File: src/hdl/sdspi_pkg.sv
// Shared types, constants and codes for the SD card SPI-mode host engine.
package sdspi_pkg;

   localparam int BLOCK_BYTES = 512;

   // Request function codes
   localparam logic [1:0] FN_INIT  = 2'd0;
   localparam logic [1:0] FN_READ  = 2'd1;
   localparam logic [1:0] FN_WRITE = 2'd2;
   localparam logic [1:0] FN_BYTE  = 2'd3;

   // Engine phases
   localparam logic [3:0] P_IDLE  = 4'd0;
   localparam logic [3:0] P_PRE   = 4'd1;
   localparam logic [3:0] P_READY = 4'd2;
   localparam logic [3:0] P_CMD   = 4'd3;
   localparam logic [3:0] P_RESP  = 4'd4;
   localparam logic [3:0] P_DIS   = 4'd5;
   localparam logic [3:0] P_IFC   = 4'd6;
   localparam logic [3:0] P_OCR   = 4'd7;
   localparam logic [3:0] P_RTOK  = 4'd8;
   localparam logic [3:0] P_RDATA = 4'd9;
   localparam logic [3:0] P_RCRC  = 4'd10;
   localparam logic [3:0] P_WTOK  = 4'd11;
   localparam logic [3:0] P_WDATA = 4'd12;
   localparam logic [3:0] P_WCRC  = 4'd13;
   localparam logic [3:0] P_WRESP = 4'd14;
   localparam logic [3:0] P_WBUSY = 4'd15;

   // Command contexts (what to do with the response)
   localparam logic [3:0] C_RESET = 4'd0;
   localparam logic [3:0] C_IFC   = 4'd1;
   localparam logic [3:0] C_PR55  = 4'd2;
   localparam logic [3:0] C_PR41  = 4'd3;
   localparam logic [3:0] C_L55   = 4'd4;
   localparam logic [3:0] C_L41   = 4'd5;
   localparam logic [3:0] C_OCR   = 4'd6;
   localparam logic [3:0] C_BLEN  = 4'd7;
   localparam logic [3:0] C_READ  = 4'd8;
   localparam logic [3:0] C_WRITE = 4'd9;

   // Actions after chip-select release
   localparam logic [1:0] D_RESET  = 2'd0;
   localparam logic [1:0] D_FINISH = 2'd1;
   localparam logic [1:0] D_INITOK = 2'd2;

   // Status codes
   localparam logic [3:0] ST_OK       = 4'd0;
   localparam logic [3:0] ST_RESET    = 4'd1;
   localparam logic [3:0] ST_VOLTAGE  = 4'd2;
   localparam logic [3:0] ST_PATTERN  = 4'd3;
   localparam logic [3:0] ST_OPCOND   = 4'd4;
   localparam logic [3:0] ST_OCR      = 4'd5;
   localparam logic [3:0] ST_BLOCKLEN = 4'd6;
   localparam logic [3:0] ST_RDCMD    = 4'd7;
   localparam logic [3:0] ST_RDTOKEN  = 4'd8;
   localparam logic [3:0] ST_WRCMD    = 4'd9;
   localparam logic [3:0] ST_WRREJECT = 4'd10;
   localparam logic [3:0] ST_BUSY     = 4'd11;

   // CSR register indexes
   localparam logic [2:0] R_RD_TOKEN  = 3'd0;
   localparam logic [2:0] R_WR_BUSY   = 3'd1;
   localparam logic [2:0] R_RETRY     = 3'd2;
   localparam logic [2:0] R_READY     = 3'd3;
   localparam logic [2:0] R_RESP_POLL = 3'd4;

   localparam logic [17:0] RD_TOKEN_RST  = 18'd255000;
   localparam logic [17:0] WR_BUSY_RST   = 18'd250000;
   localparam logic [14:0] RETRY_RST     = 15'h7fff;
   localparam logic [16:0] READY_RST     = 17'd100000;
   localparam logic [3:0]  RESP_POLL_RST = 4'd8;

   localparam logic [7:0] TOKEN_START = 8'hFE;
   localparam logic [7:0] IDLE_BYTE   = 8'hFF;

   typedef struct packed {
      logic [17:0] rd_token;
      logic [17:0] wr_busy;
      logic [14:0] retry;
      logic [16:0] ready;
      logic [3:0]  resp_poll;
   } cfg_type;

   typedef struct packed {
      logic [3:0]  phase;
      logic [9:0]  byte_count;
      logic [17:0] poll_count;
      logic [14:0] retry_count;
      logic [2:0]  card_type;
      logic        in_init;
      logic [47:0] frame;
      logic [7:0]  last_resp;
      logic [3:0]  ctx;
      logic [1:0]  dctx;
      logic [3:0]  pend;
      logic        cs;
   } state_type;

   typedef struct packed {
      logic [7:0] tx_byte;
      logic       exchange_wanted;
      logic       cs_active;
      logic       slow_clock;
      logic [7:0] rd_data;
      logic       rd_valid;
      logic       wr_taken;
      logic       done_res;
      logic [3:0] status;
      logic [1:0] card_kind;
   } rsp_type;

endpackage

File: src/hdl/sd_spi_host_protocol_engine.sv
// Top level of the SD card SPI-mode host protocol engine.
//
// Use: the req channel carries one word per step. func 0 starts card init,
// 1 a sector read, 2 a sector write (sector gives the block number), and 3
// reports the byte just exchanged on SPI (rx_byte; wr_data is sent when the
// engine asks for write data). Each accepted word yields exactly one rsp word:
// the next byte to send, whether another exchange is wanted, chip select,
// the slow-clock flag, read data, a write-data-taken flag, completion and status.
// The user sets limits over csr APB only while the engine is idle; not enforced.
//
// A word is registered at the input, its step is computed by one pass of
// combinational logic and the result is written into the output register
// when that register is empty or being read out. While rsp_stall is low
// the engine takes one word per cycle; the input register and the output
// register form a two-deep queue.
// When rsp_stall is high the output word holds and the input register keeps
// at most one more word before req_stall goes high.
// Reset clears the engine to idle, chip select inactive, and loads the
// default limits.
module sd_spi_host_protocol_engine (
   input  logic        clock,
   input  logic        reset,
   input  logic        req_valid,
   output logic        req_stall,
   input  logic [1:0]  req_func,
   input  logic [31:0] req_sector,
   input  logic [7:0]  req_wr_data,
   input  logic [7:0]  req_rx_byte,
   output logic        rsp_valid,
   input  logic        rsp_stall,
   output logic [7:0]  rsp_tx_byte,
   output logic        rsp_exchange_wanted,
   output logic        rsp_cs_active,
   output logic        rsp_slow_clock,
   output logic [7:0]  rsp_rd_data,
   output logic        rsp_rd_valid,
   output logic        rsp_wr_taken,
   output logic        rsp_done_res,
   output logic [3:0]  rsp_status,
   output logic [1:0]  rsp_card_kind,
   input  logic        psel,
   input  logic        penable,
   input  logic        pwrite,
   input  logic [4:0]  paddr,
   input  logic [31:0] pwdata,
   output logic [31:0] prdata,
   output logic        pready
);
   import sdspi_pkg::*;

   logic        in_valid_ff, in_valid_in;
   logic [1:0]  func_ff;
   logic [31:0] sector_ff;
   logic [7:0]  wr_data_ff;
   logic [7:0]  rx_byte_ff;
   logic        out_valid_ff, out_valid_in;
   rsp_type     out_ff;
   state_type   st_ff, st_in;
   rsp_type     res;
   cfg_type     cfg_ff, cfg_in;
   logic        advance;
   logic        accept;
   logic        csr_wr;
   logic [2:0]  reg_idx;

   // Queue control
   assign advance      = in_valid_ff && (!out_valid_ff || !rsp_stall);
   assign req_stall    = in_valid_ff && !advance;
   assign accept       = req_valid && !req_stall;
   assign in_valid_in  = accept || (in_valid_ff && !advance);
   assign out_valid_in = advance || (out_valid_ff && rsp_stall);

   // Configuration registers
   assign pready  = 1'b1;
   assign reg_idx = paddr[4:2];
   assign csr_wr  = psel && penable && pwrite;

   always_comb begin
      cfg_in = cfg_ff;
      if (csr_wr) begin
         case (reg_idx)
            R_RD_TOKEN:  cfg_in.rd_token  = pwdata[17:0];
            R_WR_BUSY:   cfg_in.wr_busy   = pwdata[17:0];
            R_RETRY:     cfg_in.retry     = pwdata[14:0];
            R_READY:     cfg_in.ready     = pwdata[16:0];
            R_RESP_POLL: cfg_in.resp_poll = pwdata[3:0];
            default:     cfg_in = cfg_ff;
         endcase
      end
   end

   always_comb begin
      case (reg_idx)
         R_RD_TOKEN:  prdata = {14'd0, cfg_ff.rd_token};
         R_WR_BUSY:   prdata = {14'd0, cfg_ff.wr_busy};
         R_RETRY:     prdata = {17'd0, cfg_ff.retry};
         R_READY:     prdata = {15'd0, cfg_ff.ready};
         R_RESP_POLL: prdata = {28'd0, cfg_ff.resp_poll};
         default:     prdata = '0;
      endcase
   end

   // Engine step
   sdspi_step u_step (
      .st      (st_ff),
      .cfg     (cfg_ff),
      .func    (func_ff),
      .sector  (sector_ff),
      .wr_data (wr_data_ff),
      .rx_byte (rx_byte_ff),
      .ns      (st_in),
      .res     (res)
   );

   // Control registers
   always_ff @(posedge clock) begin
      if (reset) begin
         in_valid_ff  <= 1'b0;
         out_valid_ff <= 1'b0;
         cfg_ff       <= '{RD_TOKEN_RST, WR_BUSY_RST, RETRY_RST, READY_RST, RESP_POLL_RST};
         st_ff        <= '{last_resp: IDLE_BYTE, default: '0};
      end else begin
         in_valid_ff  <= in_valid_in;
         out_valid_ff <= out_valid_in;
         cfg_ff       <= cfg_in;
         if (advance) st_ff <= st_in;
      end
   end

   // Payload registers
   always_ff @(posedge clock) begin
      if (accept) begin
         func_ff    <= req_func;
         sector_ff  <= req_sector;
         wr_data_ff <= req_wr_data;
         rx_byte_ff <= req_rx_byte;
      end
      if (advance) out_ff <= res;
   end

   assign rsp_valid           = out_valid_ff;
   assign rsp_tx_byte         = out_ff.tx_byte;
   assign rsp_exchange_wanted = out_ff.exchange_wanted;
   assign rsp_cs_active       = out_ff.cs_active;
   assign rsp_slow_clock      = out_ff.slow_clock;
   assign rsp_rd_data         = out_ff.rd_data;
   assign rsp_rd_valid        = out_ff.rd_valid;
   assign rsp_wr_taken        = out_ff.wr_taken;
   assign rsp_done_res        = out_ff.done_res;
   assign rsp_status          = out_ff.status;
   assign rsp_card_kind       = out_ff.card_kind;

endmodule

File: src/hdl/sdspi_step.sv
// Next-state and result logic for one word of the SD SPI host engine.
module sdspi_step (
   input  sdspi_pkg::state_type st,
   input  sdspi_pkg::cfg_type   cfg,
   input  logic [1:0]           func,
   input  logic [31:0]          sector,
   input  logic [7:0]           wr_data,
   input  logic [7:0]           rx_byte,
   output sdspi_pkg::state_type ns,
   output sdspi_pkg::rsp_type   res
);
   import sdspi_pkg::*;

   logic        cmd_go;
   logic [5:0]  cmd_num;
   logic [31:0] cmd_arg;
   logic [7:0]  cmd_crc;
   logic [3:0]  cmd_ctx;
   logic        dis_go;
   logic [1:0]  dis_ctx;
   logic [3:0]  dis_st;
   logic        fin_go;
   logic [3:0]  fin_st;
   logic [17:0] lim_ready;
   logic [17:0] lim_resp;
   logic [17:0] lim_rtok;
   logic [17:0] lim_wbusy;
   logic [9:0]  bc_inc;
   logic [47:0] new_frame;

   // Zero limits act as one poll
   assign lim_ready = (cfg.ready == '0) ? 18'd1 : {1'b0, cfg.ready};
   assign lim_resp  = (cfg.resp_poll == '0) ? 18'd1 : {14'd0, cfg.resp_poll};
   assign lim_rtok  = (cfg.rd_token == '0) ? 18'd1 : cfg.rd_token;
   assign lim_wbusy = (cfg.wr_busy == '0) ? 18'd1 : cfg.wr_busy;
   assign bc_inc    = st.byte_count + 10'd1;

   function automatic logic [7:0] frame_byte(input logic [47:0] f, input logic [2:0] k);
      logic [7:0] b;
      case (k)
         3'd0:    b = f[47:40];
         3'd1:    b = f[39:32];
         3'd2:    b = f[31:24];
         3'd3:    b = f[23:16];
         3'd4:    b = f[15:8];
         default: b = f[7:0];
      endcase
      return b;
   endfunction

   always_comb begin
      ns      = st;
      res     = '0;
      res.tx_byte = IDLE_BYTE;
      cmd_go  = 1'b0;
      cmd_num = '0;
      cmd_arg = '0;
      cmd_crc = IDLE_BYTE;
      cmd_ctx = C_RESET;
      dis_go  = 1'b0;
      dis_ctx = D_FINISH;
      dis_st  = ST_OK;
      fin_go  = 1'b0;
      fin_st  = ST_OK;

      // Main decision: request start or one engine step
      if (func == FN_INIT) begin
         ns.card_type  = '0;
         ns.in_init    = 1'b1;
         ns.cs         = 1'b0;
         ns.phase      = P_PRE;
         ns.byte_count = 10'd1;
         res.exchange_wanted = 1'b1;
      end else if (func == FN_READ || func == FN_WRITE) begin
         cmd_go  = 1'b1;
         cmd_num = (func == FN_READ) ? 6'd17 : 6'd24;
         cmd_arg = st.card_type[2] ? sector : {sector[22:0], 9'd0};
         cmd_ctx = (func == FN_READ) ? C_READ : C_WRITE;
      end else if (st.phase != P_IDLE) begin
         res.exchange_wanted = 1'b1;
         case (st.phase)
            P_PRE: begin
               if (st.byte_count < 10'd11) ns.byte_count = bc_inc;
               else begin
                  cmd_go = 1'b1; cmd_num = 6'd0; cmd_crc = 8'h95; cmd_ctx = C_RESET;
               end
            end
            P_READY: begin
               if (rx_byte == IDLE_BYTE || st.poll_count >= lim_ready) begin
                  ns.phase = P_CMD; ns.byte_count = '0;
                  res.tx_byte = frame_byte(st.frame, 3'd0);
               end else ns.poll_count = st.poll_count + 18'd1;
            end
            P_CMD: begin
               if (st.byte_count < 10'd5) begin
                  ns.byte_count = bc_inc;
                  res.tx_byte = frame_byte(st.frame, bc_inc[2:0]);
               end else begin
                  ns.phase = P_RESP; ns.poll_count = 18'd1;
               end
            end
            P_RESP: begin
               if (rx_byte != IDLE_BYTE || st.poll_count >= lim_resp) begin
                  ns.last_resp = rx_byte;
                  case (st.ctx)
                     C_RESET: begin
                        dis_go = 1'b1; dis_ctx = D_RESET; dis_st = ST_OK;
                     end
                     C_IFC: begin
                        if (!rx_byte[2]) begin
                           ns.phase = P_IFC; ns.byte_count = '0;
                        end else begin
                           cmd_go = 1'b1; cmd_num = 6'd55; cmd_ctx = C_PR55;
                        end
                     end
                     C_PR55: begin
                        cmd_go = 1'b1; cmd_num = 6'd41; cmd_ctx = C_PR41;
                     end
                     C_PR41: begin
                        if (!rx_byte[2]) ns.card_type[0] = 1'b1;
                        ns.retry_count = '0;
                        cmd_go = 1'b1;
                        if (ns.card_type[1:0] != 2'd0) begin
                           cmd_num = 6'd55; cmd_ctx = C_L55;
                        end else begin
                           cmd_num = 6'd1; cmd_ctx = C_L41;
                        end
                     end
                     C_L55: begin
                        cmd_go = 1'b1; cmd_num = 6'd41; cmd_ctx = C_L41;
                        cmd_arg = st.card_type[1] ? 32'h40000000 : 32'd0;
                     end
                     C_L41: begin
                        if (!rx_byte[0]) begin
                           cmd_go = 1'b1;
                           if (st.card_type[1]) begin
                              cmd_num = 6'd58; cmd_ctx = C_OCR;
                           end else begin
                              cmd_num = 6'd16; cmd_ctx = C_BLEN;
                              cmd_arg = 32'(BLOCK_BYTES);
                           end
                        end else if (st.retry_count == cfg.retry) begin
                           dis_go = 1'b1; dis_st = ST_OPCOND;
                        end else begin
                           ns.retry_count = st.retry_count + 15'd1;
                           cmd_go = 1'b1;
                           if (st.card_type[1:0] != 2'd0) begin
                              cmd_num = 6'd55; cmd_ctx = C_L55;
                           end else begin
                              cmd_num = 6'd1; cmd_ctx = C_L41;
                           end
                        end
                     end
                     C_OCR: begin
                        if (rx_byte != 8'd0) begin
                           dis_go = 1'b1; dis_st = ST_OCR;
                        end else begin
                           ns.phase = P_OCR; ns.byte_count = '0;
                        end
                     end
                     C_BLEN: begin
                        dis_go = 1'b1;
                        if (rx_byte != 8'd0) dis_st = ST_BLOCKLEN;
                        else dis_ctx = D_INITOK;
                     end
                     C_READ: begin
                        if (rx_byte != 8'd0) begin
                           fin_go = 1'b1; fin_st = ST_RDCMD;
                        end else begin
                           ns.phase = P_RTOK; ns.poll_count = 18'd1;
                        end
                     end
                     default: begin
                        if (rx_byte != 8'd0) begin
                           dis_go = 1'b1; dis_st = ST_WRCMD;
                        end else begin
                           ns.phase = P_WTOK; res.tx_byte = TOKEN_START;
                        end
                     end
                  endcase
               end else ns.poll_count = st.poll_count + 18'd1;
            end
            P_DIS: begin
               if (st.dctx == D_RESET) begin
                  if (st.last_resp != 8'd1) begin
                     fin_go = 1'b1; fin_st = ST_RESET;
                  end else begin
                     cmd_go = 1'b1; cmd_num = 6'd8; cmd_arg = 32'h1AA;
                     cmd_crc = 8'h87; cmd_ctx = C_IFC;
                  end
               end else begin
                  if (st.dctx == D_INITOK) ns.in_init = 1'b0;
                  fin_go = 1'b1; fin_st = st.pend;
               end
            end
            P_IFC: begin
               if (st.byte_count == 10'd2 && !rx_byte[0]) begin
                  fin_go = 1'b1; fin_st = ST_VOLTAGE;
               end else if (st.byte_count == 10'd3) begin
                  if (rx_byte != 8'hAA) begin
                     fin_go = 1'b1; fin_st = ST_PATTERN;
                  end else begin
                     ns.card_type[1] = 1'b1; ns.retry_count = '0;
                     cmd_go = 1'b1; cmd_num = 6'd55; cmd_ctx = C_L55;
                  end
               end else ns.byte_count = bc_inc;
            end
            P_OCR: begin
               if (st.byte_count == 10'd0 && rx_byte[6]) ns.card_type[2] = 1'b1;
               if (st.byte_count < 10'd3) ns.byte_count = bc_inc;
               else begin
                  cmd_go = 1'b1; cmd_num = 6'd16; cmd_ctx = C_BLEN;
                  cmd_arg = 32'(BLOCK_BYTES);
               end
            end
            P_RTOK: begin
               if (rx_byte == TOKEN_START) begin
                  ns.phase = P_RDATA; ns.byte_count = '0;
               end else if (st.poll_count >= lim_rtok) begin
                  fin_go = 1'b1; fin_st = ST_RDTOKEN;
               end else ns.poll_count = st.poll_count + 18'd1;
            end
            P_RDATA: begin
               res.rd_data  = rx_byte;
               res.rd_valid = 1'b1;
               if (bc_inc >= 10'(BLOCK_BYTES)) begin
                  ns.phase = P_RCRC; ns.byte_count = '0;
               end else ns.byte_count = bc_inc;
            end
            P_RCRC: begin
               if (st.byte_count == 10'd0) ns.byte_count = 10'd1;
               else dis_go = 1'b1;
            end
            P_WTOK: begin
               ns.phase = P_WDATA; ns.byte_count = 10'd1;
               res.wr_taken = 1'b1; res.tx_byte = wr_data;
            end
            P_WDATA: begin
               if (st.byte_count < 10'(BLOCK_BYTES)) begin
                  ns.byte_count = bc_inc;
                  res.wr_taken = 1'b1; res.tx_byte = wr_data;
               end else begin
                  ns.phase = P_WCRC; ns.byte_count = 10'd1;
               end
            end
            P_WCRC: begin
               if (st.byte_count == 10'd1) ns.byte_count = 10'd2;
               else ns.phase = P_WRESP;
            end
            P_WRESP: begin
               if (rx_byte[3:0] == 4'h5) begin
                  ns.phase = P_WBUSY; ns.poll_count = 18'd1;
               end else begin
                  dis_go = 1'b1; dis_st = ST_WRREJECT;
               end
            end
            P_WBUSY: begin
               if (rx_byte != 8'd0) dis_go = 1'b1;
               else if (st.poll_count >= lim_wbusy) begin
                  dis_go = 1'b1; dis_st = ST_BUSY;
               end else ns.poll_count = st.poll_count + 18'd1;
            end
            default: res.exchange_wanted = 1'b0;
         endcase
      end

      // Start a command frame
      new_frame = {2'b01, cmd_num, cmd_arg, cmd_crc};
      if (cmd_go) begin
         ns.frame = new_frame;
         ns.ctx   = cmd_ctx;
         ns.cs    = 1'b1;
         res.exchange_wanted = 1'b1;
         if (st.in_init) begin
            ns.phase = P_READY; ns.poll_count = 18'd1;
            res.tx_byte = IDLE_BYTE;
         end else begin
            ns.phase = P_CMD; ns.byte_count = '0;
            res.tx_byte = new_frame[47:40];
         end
      end

      // Release chip select, one trailing byte
      if (dis_go) begin
         ns.cs = 1'b0; ns.pend = dis_st; ns.dctx = dis_ctx; ns.phase = P_DIS;
         res.tx_byte = IDLE_BYTE;
      end

      // Request complete
      if (fin_go) begin
         ns.phase = P_IDLE;
         res.done_res = 1'b1;
         res.status = fin_st;
         res.tx_byte = IDLE_BYTE;
         res.exchange_wanted = 1'b0;
      end

      res.cs_active  = ns.cs;
      res.slow_clock = ns.in_init;
      if (ns.card_type[2]) res.card_kind = 2'd3;
      else if (ns.card_type[1]) res.card_kind = 2'd2;
      else if (ns.card_type[0]) res.card_kind = 2'd1;
      else res.card_kind = 2'd0;
   end

endmodule

File: config.mk
export PLATFORM = sky130hd
export DESIGN_NAME = sd_spi_host_protocol_engine
export DESIGN_NICKNAME = d
export VERILOG_FILES = /design/src/hdl/sdspi_pkg.sv /design/src/hdl/sd_spi_host_protocol_engine.sv /design/src/hdl/sdspi_step.sv
export SDC_FILE = /design/constraint.sdc
export NUM_CORES = 1
export LEC_CHECK = 0
export BUFFER_PORTS_ARGS = -buffer_cell sky130_fd_sc_hd__buf_4
export CORE_MARGIN = 8
export CORE_UTILIZATION = 50
export DETAILED_ROUTE_END_ITERATION = 7
export PLACE_DENSITY_LB_ADDON = 0.12
export RECOVER_POWER = 25
export REMOVE_ABC_BUFFERS = 1
export SYNTH_ARGS = -nofsm -noshare
export SYNTH_HDL_FRONTEND = slang
export SYNTH_HIERARCHICAL = 1
export SYNTH_SLANG_ARGS = --single-unit
export TNS_END_PERCENT = 100
File: constraint.sdc
create_clock -name clock -period 4.1 [get_ports clock]
set_input_delay 0.82 -clock clock [delete_from_list [all_inputs] [get_ports clock]]
set_output_delay 0.82 -clock clock [all_outputs]
set_load 0.01 [all_outputs]
==> summary.md <==
| Metric | Value |
|---|---|
| Critical Path RT | `4.45 ns` |
| Switching pwr | `1600 uW` |
| Hold Buf Count CTS | `0` |
| Most frequent cells in the layout | `386 x nand2_1, 191 x dfxtp_1, 189 x a21oi_1` |
| Fin. Hold Viols | `0` |
| Post-synth top area share | `22.6%` |
| Core ar. | `33400 sq um` |
| Highest routed metal layer | `met4` |
| Post-synth top area cell | `dfxtp_1` |
| Yosys warns | `6` |
| Power Dens Cells | `318 nW/um^2` |
| Power consumption | `6160 uW` |
| Postcts setup bufs | `0` |
| Initial Utilization | `50.8%` |
| Simple-gate area share of the yosys netlist | `24.2%` |
| All-layer global routing usage | `26.6%` |
| Failing checks | `capacitance limit, slew limit` |
| Commonest non-fill, non-tap cell in the layout | `nand2_1` |
| Combinational Power Share | `10.1%` |
| DRT iter0 DRCs | `1560` |
| Fmax | `257 MHz` |
| Asr flop ratio synth | `0%` |
| Period utilisation layout | `94.7%` |
| ANT cells | `0` |
| Vias in the first global route | `15000` |
| Register area share after synthesis | `36.4%` |
| Slew @ Worst Pin | `2.80 ns` |
| DRT Pass-1 Iters | `6` |
| Final design utilization | `58.0%` |
| Die Span Y | `200 um` |
| GP Congestion | `0.955` |
| Post-DRT Antenna Nets | `0` |
| Drt total wl | `56100 um` |
| Clock network power share | `43.2%` |
| Post-DP HPWL | `41000 um` |
| Leakage | `0.00750 uW` |
| Post-DR vias/cell | `6.05` |
| Layout Cells excl Fill | `2668` |
| Multiplexer area fraction after synthesis | `7.80%` |
| Final setup fails | `0` |
| Flop pwr share | `46.7%` |
| Largest family of logic cells by synthesized area | `simple AND/OR/NAND/NOR gates` |
| Slew headroom | `-87.0%` |
| GRT Residual Overflow | `0` |
| TritonCTS Buffers | `31` |
| XOR/XNOR Fraction of Synth Area | `0.774%` |
| Main area contributors after synthesis | `dfxtp_1 23%, edfxtp_1 14%, nand2_1 8.5%, mux2i_1 6.1%, a21oi_1 5.6%` |
| DR WL met2 | `25200 um` |
| Buffer depth of the longest clock path | `3` |
| Buffers on Ports | `125` |
| Initial antenna violation count | `0` |
| Synth Area in Compound Gates | `19.6%` |
| Final min period | `3.88 ns` |
| Synth unique cells | `89` |
| Post_cts resized | `0` |
| Crit path max fanout | `16` |
| P&R area growth vs syn | `14.3%` |
| Pint | `4570 uW` |
| Synth Register Bits | `270` |
| Top_reg_cell synth | `dfxtp_1` |
| Synthesized area per cell | `8.12 sq um` |
| Wire per inst | `21.0 um` |
| H-tree levels | `1` |
| DRC Markers | `0` |
| Dpl cells | `2610` |
| Worst vdd ir | `0.328 mV` |
| Clock skew | `0.0297 ns` |
| Worst Path Arrival | `4.23 ns` |
| RSZ-0062 raised after global routing | `false` |
| Die area | `40100 sq um` |
| Total number of vias | `16100` |
| Syn Std Cell Area | `17000 sq um` |
| Status | `finished with violations` |
| Clk Latency, worst-skew pair | `0.60 ns` |
| Worst-path clk slew | `0.06 ns` |
| TritonCTS clock tree | `done` |
| Worst hold margin | `0.421 ns` |
| Die width | `200 um` |
| Fillcell total | `3074` |
| Max-slew violations | `200` |
| Post-synth EDFFs | `78` |
| Clk sinks | `270` |
| Final layout net count | `2357` |
| DP Worst Slack | `0.277 ns` |
| Startpoint types | `register` |
| Max Cap Viol | `2` |
| Met3 Routed Length | `3920 um` |
| Metal-1 WL | `24900 um` |
| Largest net degree at the start of global routing | `143` |
| Sw frac | `25.9%` |
| Hold Crit Class | `in2reg` |
| Adder-Cell Fraction of Synth Area | `5.01%` |
| Layout cell share with drive strength beyond 1 | `13.7%` |
| Root Buffer | `clkbuf_16` |
| CP Class | `reg2reg` |
| Crit path capture type | `register` |
| Worst Slack Setup Final | `0.216 ns` |
| Gate Count Post-Synth | `2092` |
| Row count | `67` |
| Io pins | `157` |
| Global-route wire length before repair | `87100 um` |
## critical path, cell delays in order (launching register included)
cell       delay [ns]
dfxtp_1          0.45
inv_1            0.09
ha_1             0.29
and4_1           0.21
a221o_1          0.36
a2111oi_0        0.61
a31oi_1          0.29
o21a_1           0.24
nor3_1           0.19
buf_4            0.18
a31oi_4          0.22
a221o_1          0.41
nand2_1          0.06
a21oi_1          0.06
## final cells by class
type	count	area (sq um)	share of cell area, %
Multi-Input combinational cell	1605	9820	50.6
Sequential cell	270	6190	31.9
Timing Repair Buffer	206	1570	8.08
Clock buffer	40	841	4.33
Tap cell	448	561	2.89
Inverter	81	305	1.57
Clock inverter	18	133	0.683
## power by group through the flow
stage,Combinational (uW),Clock [uW],Sequential [uW]
floorplan,297,0,2930
global placement,608,0,2930
detailed placement,615,0,2940
CTS,617,2710,2880
global route,671,2820,2890
finish,624,2660,2880
## through the flow
step / TNS, ns / area, sq um
2_1_floorplan: -53.07 / 16300
3_3_place_gp: 0 / 18400
3_5_place_dp: 0 / 18400
4_1_cts: 0 / 19400
5_1_grt: 0 / 19400
6_report: 0 / 19400
## sequential cells by signal, summed over array words and instances, names as in the netlist, 2 cells and up
signal         flops
cfg_ff            72
func_ff            2
rsp_card_kind      2
rsp_rd_data        8
rsp_status         4
rsp_tx_byte        8
rx_byte_ff         8
sector_ff         32
st_ff            118
wr_data_ff         8
## cell usage after synthesis, types with 7 or more instances
cell type / number
nand2b_1: 68
nor4_1: 30
nor2_1: 163
edfxtp_1: 78
buf_4: 31
a22oi_1: 18
ha_1: 68
nand4_1: 22
mux2i_1: 103
or4_1: 7
buf_2: 25
nand2_1: 386
a221o_1: 15
a222oi_1: 8
a31oi_1: 33
dfxtp_1: 192
xnor2_1: 12
and3_1: 20
a211oi_1: 14
o21a_1: 14
nor3_1: 38
clkbuf_1: 83
o21ai_0: 108
o31ai_1: 7
nor2b_1: 26
nand3_1: 41
inv_1: 79
a21oi_1: 189
a21o_1: 15
and2_1: 16
mux4_2: 11
or2_2: 7
nand3b_1: 10
o211ai_1: 21
## cells by family (layout without fill, tap and decap cells)
kind of cell	Yosys count	in the layout
buffers and inverters	230	345
AO/OA/AOI/OAI	520	520
multiplexers	118	118
XOR/XNOR	15	15
adder cells (fa/ha/maj)	68	68
other	2	15
AND/OR/NAND/NOR	869	869
flip-flops	270	270
## metal layers
metal  vias to the layer above  GRT usage, %
li1                       7676             -
met1                      7737          36.1
met2                       598          42.0
met3                       124          4.78
met4                         0          9.36
met5                         -             0
## worst paths after layout
path                   from            end  slack (ns)  cells past startpoint
max              cfg_ff[62]      st_ff[91]        0.22                     13
min          req_sector[19]  sector_ff[19]        0.42                      1
max reg2reg      cfg_ff[62]      st_ff[91]        0.22                     13
min reg2reg       st_ff[21]      st_ff[21]        0.47                      2
No activity file was read; power rests on OpenSTA's default activity.
